**src/sv/binary_image_thinning_macros.svh**
```systemverilog
// Assertion macros shared by the thinning block's RTL.
`ifndef BINARY_IMAGE_THINNING_MACROS_SVH
`define BINARY_IMAGE_THINNING_MACROS_SVH

`ifndef SYNTHESIS

// Implication checked at every clock edge outside reset.
`define BTHIN_ASSERT_IMP(lbl, clk, rst_n, ante, cons) \
  lbl: assert property (@(posedge clk) disable iff (!(rst_n)) (ante) |-> (cons)) \
    else $error("bthin implication check failed");

// Condition that must never hold outside reset.
`define BTHIN_ASSERT_NEVER(lbl, clk, rst_n, cond) \
  lbl: assert property (@(posedge clk) disable iff (!(rst_n)) !(cond)) \
    else $error("bthin forbidden condition seen");

`else

`define BTHIN_ASSERT_IMP(lbl, clk, rst_n, ante, cons)
`define BTHIN_ASSERT_NEVER(lbl, clk, rst_n, cond)

`endif

`endif

```
**src/sv/bthin_pkg.sv**
```systemverilog
// Shared constants and types of the binary image thinning block.
package bthin_pkg;

  // Frame geometry
  localparam int MAX_WIDTH  = 128;
  localparam int MAX_HEIGHT = 256;
  localparam int COL_W      = $clog2(MAX_WIDTH);
  localparam int ROW_W      = $clog2(MAX_HEIGHT);
  localparam int WCNT_W     = COL_W + 1;   // holds 0..MAX_WIDTH
  localparam int HCNT_W     = ROW_W + 1;   // holds 0..MAX_HEIGHT
  localparam int PAD_IW     = $clog2(MAX_WIDTH + 2);

  // Field and register widths
  localparam int KIND_W   = 2;
  localparam int VALUE_W  = 8;
  localparam int WIDTH_W  = 8;
  localparam int HEIGHT_W = 9;
  localparam int PASSES_W = 8;
  localparam int CFG_IW   = 2;
  localparam int CFG_DW   = 9;

  // Neighbor count bounds: a pixel is removable only strictly between these
  localparam logic [3:0] NBR_MIN = 4'd1;
  localparam logic [3:0] NBR_MAX = 4'd7;

  typedef enum logic [KIND_W-1:0] {
    KIND_WRITE = 2'd0,
    KIND_READ  = 2'd1,
    KIND_THIN  = 2'd2
  } kind_t;

  typedef enum logic [CFG_IW-1:0] {
    CFG_WIDTH  = 2'd0,
    CFG_HEIGHT = 2'd1,
    CFG_PASSES = 2'd2
  } cfg_idx_t;

  // 3x3 window around the pixel under test, snapshot values
  typedef struct packed {
    logic center;
    logic p2;  // N
    logic p3;  // NE
    logic p4;  // E
    logic p5;  // SE
    logic p6;  // S
    logic p7;  // SW
    logic p8;  // W
    logic p9;  // NW
  } nbr_t;

endpackage

```
**src/sv/bthin_eval.sv**
```systemverilog
// Zhang-Suen removal test for one pixel against its snapshot window.
module bthin_eval (
  input  bthin_pkg::nbr_t win,
  input  logic            second,
  output logic            clear
);
  import bthin_pkg::*;

  logic [7:0] nb;
  logic [3:0] b_cnt;
  logic [3:0] a_cnt;
  logic       guard;

  // neighbors in clockwise order, nb[0] = p2 (north)
  assign nb = {win.p9, win.p8, win.p7, win.p6, win.p5, win.p4, win.p3, win.p2};

  // set neighbors and 0-to-1 transitions around the ring
  always_comb begin
    b_cnt = 4'($countones(nb));
    a_cnt = 4'd0;
    for (int k = 0; k < 8; k++) begin
      a_cnt = a_cnt + {3'd0, (!nb[k] && nb[(k == 7) ? 0 : k + 1])};
    end
  end

  // sub-pass specific corner conditions
  always_comb begin
    if (!second) begin
      guard = !(win.p2 & win.p4 & win.p6) && !(win.p4 & win.p6 & win.p8);
    end else begin
      guard = !(win.p2 & win.p4 & win.p8) && !(win.p2 & win.p6 & win.p8);
    end
  end

  assign clear = win.center && (b_cnt > NBR_MIN) && (b_cnt < NBR_MAX) &&
                 (a_cnt == 4'd1) && guard;

endmodule

```
**config.mk**
```make
export PLATFORM = sky130hd
export DESIGN_NAME = bthin_eval
export DESIGN_NICKNAME = d
export VERILOG_FILES = /design/src/sv/binary_image_thinning_macros.svh /design/src/sv/bthin_pkg.sv /design/src/sv/bthin_eval.sv
export SDC_FILE = /design/constraint.sdc
export NUM_CORES = 1
export LEC_CHECK = 0
export BUFFER_PORTS_ARGS = -buffer_cell sky130_fd_sc_hd__buf_2
export CAP_MARGIN = 20
export CORE_MARGIN = 10
export CORE_UTILIZATION = 30
export DETAILED_ROUTE_END_ITERATION = 12
export GPL_ROUTABILITY_DRIVEN = 0
export PLACE_DENSITY_LB_ADDON = 0.1
export SETUP_SLACK_MARGIN = 0.1
export SLEW_MARGIN = 25
export SYNTH_ARGS = -nofsm -noshare
export SYNTH_HDL_FRONTEND = slang
export SYNTH_SLANG_ARGS = --single-unit
```
**constraint.sdc**
```tcl
create_clock -name vclk -period 5.2
set_input_delay 0.26 -clock vclk [all_inputs]
set_output_delay 0.26 -clock vclk [all_outputs]
set_load 0.05 [all_outputs]
```
# Word-level counts from Yosys, hierarchy flattened
# Index checks and enable logic that the tools add are counted.
[word_totals]
word_cells = 51
regBits = 0
in_bits = 10
[classes]
muxes = 1
eq_ne = 1
n_reduce_logical = 26
n_lt_le_gt_ge = 2
n_bitwise = 7
add_sub_neg = 14
[ops]
columns = ["op", "count"]
rows = [
  ["4-bit by 1-bit adder with 4-bit output", 4],
  ["1-bit logical AND", 14],
  ["1-bit logical NOT", 12],
  ["1-bit by 1-bit adder with 2-bit output", 5],
  ["1-bit bitwise AND", 7],
  ["2-bit by 2-bit adder with 3-bit output", 2],
  ["3-bit by 1-bit adder with 4-bit output", 1],
  ["3-bit by 3-bit adder with 4-bit output", 1],
  ["4-bit by 1-bit equality test with 1-bit output (second input constant)", 1],
  ["4-bit by 1-bit greater-than comparator with 1-bit output (second input constant)", 1],
  ["4-bit by 3-bit < comparator with 1-bit output (second input constant)", 1],
  ["2-bit by 1-bit adder with 3-bit output", 1],
  ["1-bit two-way mux", 1],
]

# Depth between registers and ports, before layout
# Gate-level depths: netlist (run 1).
[depth]
depth_word = 12
depth_mapped = 11
mapped_depth_nobuf = 11

# Worst setup path after synthesis (run 1)
# No wires, ideal clock.
[synth_timing]
path_kind = "in2out"
startpoint = "in win[7] in the netlist's numbering"
endpoint = "out clear"
stages = 10
n_path_buf = 0
slack_ns = 1.108
required_ns = 4.940
arrival_time_ns = 3.832
cell_sequence = "inv_1 > nand2_1 > fa_1 > inv_1 > fa_1 > fa_1 > ha_1 > fa_1 > a2111o_1 > nor4_2"
[synth_between]
elab_chain_len = 12
[synth_rtl]
columns = ["element", "line_no", "rtl"]
rows = [
  ["start: declaration", "bthin_eval.sv:3", "input bthin_pkg::nbr_t win,"],
  ["1-bit logical NOT", "bthin_eval.sv:22", "a_cnt = a_cnt + {3'd0, (!nb[k] && nb[(k == 7) ? 0 : k + 1])};"],
  ["1-bit logical AND", "bthin_eval.sv:22", ""],
  ["1-bit by 1-bit adder with 2-bit output", "bthin_eval.sv:22", ""],
  ["2-bit by 1-bit adder with 3-bit output", "bthin_eval.sv:22", ""],
  ["3-bit by 1-bit adder with 4-bit output", "bthin_eval.sv:22", ""],
  ["4-bit by 1-bit adder with 4-bit output (4 in a row)", "bthin_eval.sv:22", ""],
  ["4-bit by 1-bit equality test with 1-bit output", "bthin_eval.sv:36", "(a_cnt == 4'd1) && guard;"],
  ["1-bit logical AND", "bthin_eval.sv:35", "assign clear = win.center && (b_cnt > NBR_MIN) && (b_cnt < NBR_MAX) &&"],
  ["1-bit logical AND *", "bthin_eval.sv:36", ""],
  ["end: declaration", "bthin_eval.sv:5", "output logic clear"],
]
# Mark *: on every way between the ends. The rest lies on a longest branch, timed or not.

# Worst setup path after layout (run 1)
# Same ends and word-level chain as after synthesis.

==> results.py, run 1 <==
metrics = {
    "timing": {
        "total_count_of_max_transition_violations_in_the_final_report": 0,
        "setup_repair_after_global_routing_missed_its_margin": "false",
        "final_min_period_over_clock_period_pct": 75.0,
        "max_slew.worst_pin.slew_ps": 251,
        "number_of_failing_hold_endpoints_at_the_final_stage": 0,
        "report.final.setup_viol": 0,
        "max_clock_freq_mhz": 257,
        "final_critical_period_ps": 3900,
        "timing.setup.tns_ps": 0,
        "timing.slew.headroom_pct": 83.4,
    },
    "layout": {
        "nClkBuffers": 0,
        "mostFrequentLayoutCell": "sky130_fd_sc_hd__inv_1",
        "layout-drive-gt1-share_pct": 20.6,
        "layout-area-overhead-vs-synth_pct": 16.3,
        "number_of_sequential_cells": 0,
        "num-nets-final": 90,
        "final_cell_mix": "sky130_fd_sc_hd__inv_1 (18), sky130_fd_sc_hd__buf_2 (11), sky130_fd_sc_hd__fa_1 (8), sky130_fd_sc_hd__ha_1 (7), sky130_fd_sc_hd__nand2_1 (4)",
        "antenna_cells": 0,
        "total_area_of_sequential_cells_sq_um": 0,
    },
    "power": {
        "seqPwrFrac_pct": 0,
        "switchingPower_w": 0.0000494,
        "power_density_nw_per_um2": 172,
        "switching_share_pct": 54.5,
        "comb_power_share_pct": 100.0,
        "internal-power_w": 0.0000413,
        "totalPowerFinal_w": 0.0000907,
        "cellLeakagePower_nw": 0.292,
        "clock_power_share_pct": 0,
        "peak_supply_drop_mv": 0.0887,
    },
    "grt": {
        "antenna_found_initial": 0,
        "globalRoute.totalOverflow": 0,
        "wire_length_of_the_first_global_routing_pass_mm": 1.58,
        "grt_max_degree": 6,
        "grt_pass1_vias": 365,
        "globalRouteTotalUtil_pct": 5.34,
    },
    "routing": {
        "post-route-drc-count": 0,
        "drt_iter0_markers": 2,
        "via_count": 343,
        "drt_first_pass_iters": 2,
        "totalWireLength_um": 903,
        "via_per_inst": 4.40,
        "number_of_nets_with_antenna_violations_after_detailed_routing": 0,
        "post_drt_wl_per_cell_um": 11.6,
    },
    "clock_tree": {
        "postCtsResizedCells": 0,
        "cts_setup_buffers": 0,
        "hold_buffers": 0,
    },
    "setup_path": {
        "critical_path_peak_fanout": 3,
        "timing.critical_path.arrival_ps": 3640,
        "critical_path.endpoint": "clear",
        "cp-startpoint": "win[7]",
        "endpoint_kind": "primary output",
        "worst_ep_required_time_ps": 4940,
        "path_class": "in -> out",
        "worst_setup_path_start_kind": "primary input",
    },
    "floorplan": {
        "die-area_sq_um": 3470,
        "die_w_um": 58.9,
        "die_y_um": 58.9,
        "core_sq_um": 1370,
        "start_util_pct": 33.2,
        "ios": 11,
        "fp-row-count": 13,
    },
    "synth": {
        "syn_nets": 77,
        "synth_area_per_cell_sq_um": 8.73,
        "synth.yosys.seq_area_share_pct": 0,
        "synthCells": 52,
        "ys_types": 16,
        "syn-cell-area_sq_um": 454,
        "synthesis.yosys.warnings": 0,
    },
    "status": {
        "status": "complete, no violations",
    },
    "placed_design": {
        "hpwl_after_dpl_um": 857,
        "portBuffers": 11,
    },
    "min_path": {
        "hold_class": "in -> out",
    },
    "run": {
        "maxcap_violations": 0,
    },
}
==> cell type report <==
cell class	count	area, sq um
multi-input combinational	34	387
fill	154	838
inverter	18	67.6
tap	15	18.8
timing repair buffer	11	55.1
==> cell families (layout without fill, tap and decap cells) <==
logic type,count (synthesis),in the layout,synth area share [%]
xor+xnor,1,1,1.93
fa+ha+maj,15,15,54.5
compound gates,6,6,10.5
mux,1,1,2.48
simple gates,11,11,15.7
buf+inv,18,29,14.9
==> power groups by stage <==
| stage | Clock, W | Sequential [W] | Combinational (W) |
|---|---|---|---|
| finish | 0 | 0 | 0.0000907 |
| detailed placement | 0 | 0 | 0.0000930 |
| CTS | 0 | 0 | 0.0000932 |
| floorplan | 0 | 0 | 0.0000725 |
| global route | 0 | 0 | 0.000106 |
| global placement | 0 | 0 | 0.0000927 |
==> cells in the mapped netlist <==
| library cell | number | area, sq um |
|---|---|---|
| sky130_fd_sc_hd__mux2_1 | 1 | 11.3 |
| sky130_fd_sc_hd__nor2b_1 | 2 | 12.5 |
| sky130_fd_sc_hd__nor4_2 | 1 | 12.5 |
| sky130_fd_sc_hd__ha_1 | 7 | 87.6 |
| sky130_fd_sc_hd__o22ai_1 | 1 | 6.26 |
| sky130_fd_sc_hd__nor2_1 | 3 | 11.3 |
| sky130_fd_sc_hd__a2111o_1 | 1 | 11.3 |
| sky130_fd_sc_hd__a21oi_1 | 1 | 5.00 |
| sky130_fd_sc_hd__a31oi_1 | 1 | 6.26 |
| sky130_fd_sc_hd__fa_1 | 8 | 160 |
| sky130_fd_sc_hd__nand2_8 | 1 | 20.0 |
| sky130_fd_sc_hd__o2111a_1 | 1 | 11.3 |
| sky130_fd_sc_hd__inv_1 | 18 | 67.6 |
| sky130_fd_sc_hd__o211ai_1 | 1 | 7.51 |
| sky130_fd_sc_hd__nand2_1 | 4 | 15.0 |
| sky130_fd_sc_hd__xnor2_1 | 1 | 8.76 |
==> critical path: stages <==
cell	delay, ps
sky130_fd_sc_hd__buf_2	110
sky130_fd_sc_hd__inv_1	110
sky130_fd_sc_hd__nand2_1	90
sky130_fd_sc_hd__fa_1	550
sky130_fd_sc_hd__inv_1	60
sky130_fd_sc_hd__fa_1	480
sky130_fd_sc_hd__fa_1	550
sky130_fd_sc_hd__ha_1	200
sky130_fd_sc_hd__fa_1	420
sky130_fd_sc_hd__a2111o_1	300
sky130_fd_sc_hd__nor4_2	200
sky130_fd_sc_hd__buf_2	300
==> worst min-delay path by stage <==
stage,from,end,depth (start not counted),slack [ps]
6_report,win[8],clear,5,1040
5_1_grt,win[8],clear,5,1080
4_1_cts,win[8],clear,5,1050
3_5_place_dp,win[8],clear,5,1050
3_3_place_gp,second,clear,4,1040
2_1_floorplan,win[8],clear,3,760
==> stage by stage <==
stage / std cells / setup WS (ps) / util [%] / area, sq um / hold WS, ps
after floorplan: 52 / 1110 / - / 454 / 760
after global placement: 78 / 1300 / 38.6 / 528 / 1040
after detailed placement: 78 / 1280 / 38.6 / 528 / 1050
after CTS: 78 / 1260 / 38.6 / 528 / 1050
after global routing: 78 / 1080 / 38.6 / 528 / 1080
final: 78 / 1300 / 38.6 / 528 / 1040
==> routing by layer <==
metal | up-vias | wire, um | GRT usage, %
met4 | 0 | 0 | 0
met5 | - | 0 | 0
met3 | 0 | 69 | 1.29
met1 | 155 | 443 | 7.65
met2 | 6 | 391 | 8.26
li1 | 182 | - | -
No activity file was read; power rests on OpenSTA's default activity.
==> inputs of run 2 (changes only) <==
- clock period: 5.2 -> 3.46 ns (I/O delays scaled with it)
==> results.py, run 2 (synthesis results as in run 1) <==
metrics = {
    "grt": {
        "grt_pass1_vias": 418,
        "globalRouteMet2Util_pct": 9.76,
        "globalRoute.totalOverflow": 0,
        "globalRouteTotalUtil_pct": 5.90,
        "antenna_found_initial": 0,
        "met1_usage_pct": 7.91,
        "wire_length_of_the_first_global_routing_pass_mm": 1.74,
        "global_route.peak_usage_layer": "met2",
        "grt_max_degree": 5,
        "globalRouteMet3Util_pct": 1.50,
    },
    "timing": {
        "number_of_failing_hold_endpoints_at_the_final_stage": 0,
        "setup_repair_after_global_routing_missed_its_margin": "true",
        "max_slew.worst_pin.slew_ps": 265,
        "report.final.setup_viol": 1,
        "final_critical_period_ps": 3540,
        "total_count_of_max_transition_violations_in_the_final_report": 0,
        "fin_ws_ps": -78.3,
        "timing.slew.headroom_pct": 82.2,
        "max_clock_freq_mhz": 283,
        "final_min_period_over_clock_period_pct": 102,
    },
    "routing": {
        "number_of_nets_with_antenna_violations_after_detailed_routing": 0,
        "via_count": 374,
        "totalWireLength_um": 983,
        "post-route-drc-count": 0,
        "via_per_inst": 4.30,
        "drt_iter0_markers": 3,
        "drt_first_pass_iters": 4,
        "post_drt_wl_per_cell_um": 11.3,
    },
    "placed_design": {
        "post-place-cells": 87,
        "portBuffers": 11,
        "hpwl_after_dpl_um": 914,
    },
    "min_path": {
        "worst_hold_startpoint": "win[8]",
        "hold-path-cell-count": 5,
        "worstHoldEndpoint": "clear",
        "hold_class": "in -> out",
    },
    "layout": {
        "layout-area-overhead-vs-synth_pct": 46.6,
        "instances_no_fill": 87,
        "layout-drive-gt1-share_pct": 44.4,
        "nClkBuffers": 0,
        "number_of_sequential_cells": 0,
        "antenna_cells": 0,
        "post-route-util_pct": 48.7,
        "total_area_of_sequential_cells_sq_um": 0,
        "final_cell_mix": "sky130_fd_sc_hd__inv_1 (15), sky130_fd_sc_hd__buf_4 (11), sky130_fd_sc_hd__buf_2 (8), sky130_fd_sc_hd__fa_1 (7), sky130_fd_sc_hd__ha_1 (6)",
        "num-nets-final": 99,
        "mostFrequentLayoutCell": "sky130_fd_sc_hd__inv_1",
    },
    "power": {
        "switchingPower_w": 0.0000900,
        "comb_power_share_pct": 100.0,
        "seqPwrFrac_pct": 0,
        "cellLeakagePower_nw": 0.353,
        "internal-power_w": 0.0000894,
        "switching_share_pct": 50.2,
        "power_density_nw_per_um2": 269,
        "clock_power_share_pct": 0,
        "peak_supply_drop_mv": 0.132,
    },
    "status": {
        "status": "finished with violations",
        "failed_checks": "negative setup slack",
    },
    "setup_path": {
        "path_cells": "buf_4, inv_16, nand2_4, fa_1, inv_1, fa_1, fa_1, ha_2, fa_1, a2111o_1, nor4_4, buf_6",
        "critical_path.most_common_cell": "sky130_fd_sc_hd__fa_1",
        "endpoint_kind": "primary output",
        "critical_path_peak_fanout": 2,
        "cp_num_buf_inv": 4,
        "timing.critical_path.arrival_ps": 3370,
        "critical_path.slowest_cell": "sky130_fd_sc_hd__fa_1",
        "path_class": "in -> out",
        "worst_setup_path_start_kind": "primary input",
        "critPathTopFamily": "adder cells",
        "worst_ep_required_time_ps": 3290,
        "critical_path.max_stage_delay_ps": 540,
    },
    "floorplan": {
        "ios": 11,
        "die_w_um": 58.9,
        "start_util_pct": 33.2,
        "fp-row-count": 13,
        "die-area_sq_um": 3470,
        "core_sq_um": 1370,
        "die_y_um": 58.9,
    },
    "run": {
        "maxcap_violations": 0,
    },
}
## run 2: cell types whose count changed in the layout (fill, tap and decap cells not counted), moves of 2 or more
cell                      change
sky130_fd_sc_hd__buf_4       +11
sky130_fd_sc_hd__buf_2        -3
sky130_fd_sc_hd__inv_1        -3
sky130_fd_sc_hd__nand2_1      -3
sky130_fd_sc_hd__inv_4        +2
sky130_fd_sc_hd__nand2_2      +2
## run 2: power by group through the flow
stage               registers (W)  logic (W)  clock network, W
floorplan                       0   0.000119                 0
CTS                             0   0.000182                 0
global placement                0   0.000158                 0
detailed placement              0   0.000159                 0
finish                          0   0.000179                 0
global route                    0   0.000202                 0
## run 2: worst max-delay path by stage
| stage | startpoint | cells past startpoint | to |
|---|---|---|---|
| 3_3_place_gp | win[4] | 12 | clear |
| 4_1_cts | win[3] | 13 | clear |
| 5_1_grt | win[3] | 13 | clear |
| 6_report | win[4] | 12 | clear |
| 2_1_floorplan | win[4] | 10 | clear |
| 3_5_place_dp | win[4] | 12 | clear |
## run 2: timing repair
action	CTS	global route
gates resized for setup	8	0
hold buffers	0	0
endpoints found under the setup margin	1	1
setup buffers	0	0
pin swaps	5	1
## run 2: per-stage QoR
step           worst slack [ps]  setup TNS, ps  total power (W)  hold slack [ps]  cell area, sq um
4_1_cts                    -105           -105         0.000182              853               666
3_5_place_dp               -276           -276         0.000159              905               641
3_3_place_gp               -276           -276         0.000158              906               641
5_1_grt                    -225           -225         0.000202              866               666
2_1_floorplan              -149           -149         0.000119              585               499
6_report                  -78.3          -78.3         0.000179              846               666
## run 2: area by class of cell
cell class / count / area, sq um
Fill cell: 138 / 701
Multi-Input combinational cell: 34 / 424
Timing Repair Buffer: 20 / 134
Inverter: 18 / 88.8
Tap cell: 15 / 18.8
## run 2: per-layer routing
metal	wire length (um)	vias to the layer above
met1	476	164
li1	-	201
met5	0	-
met3	78	0
met2	427	9
met4	0	0
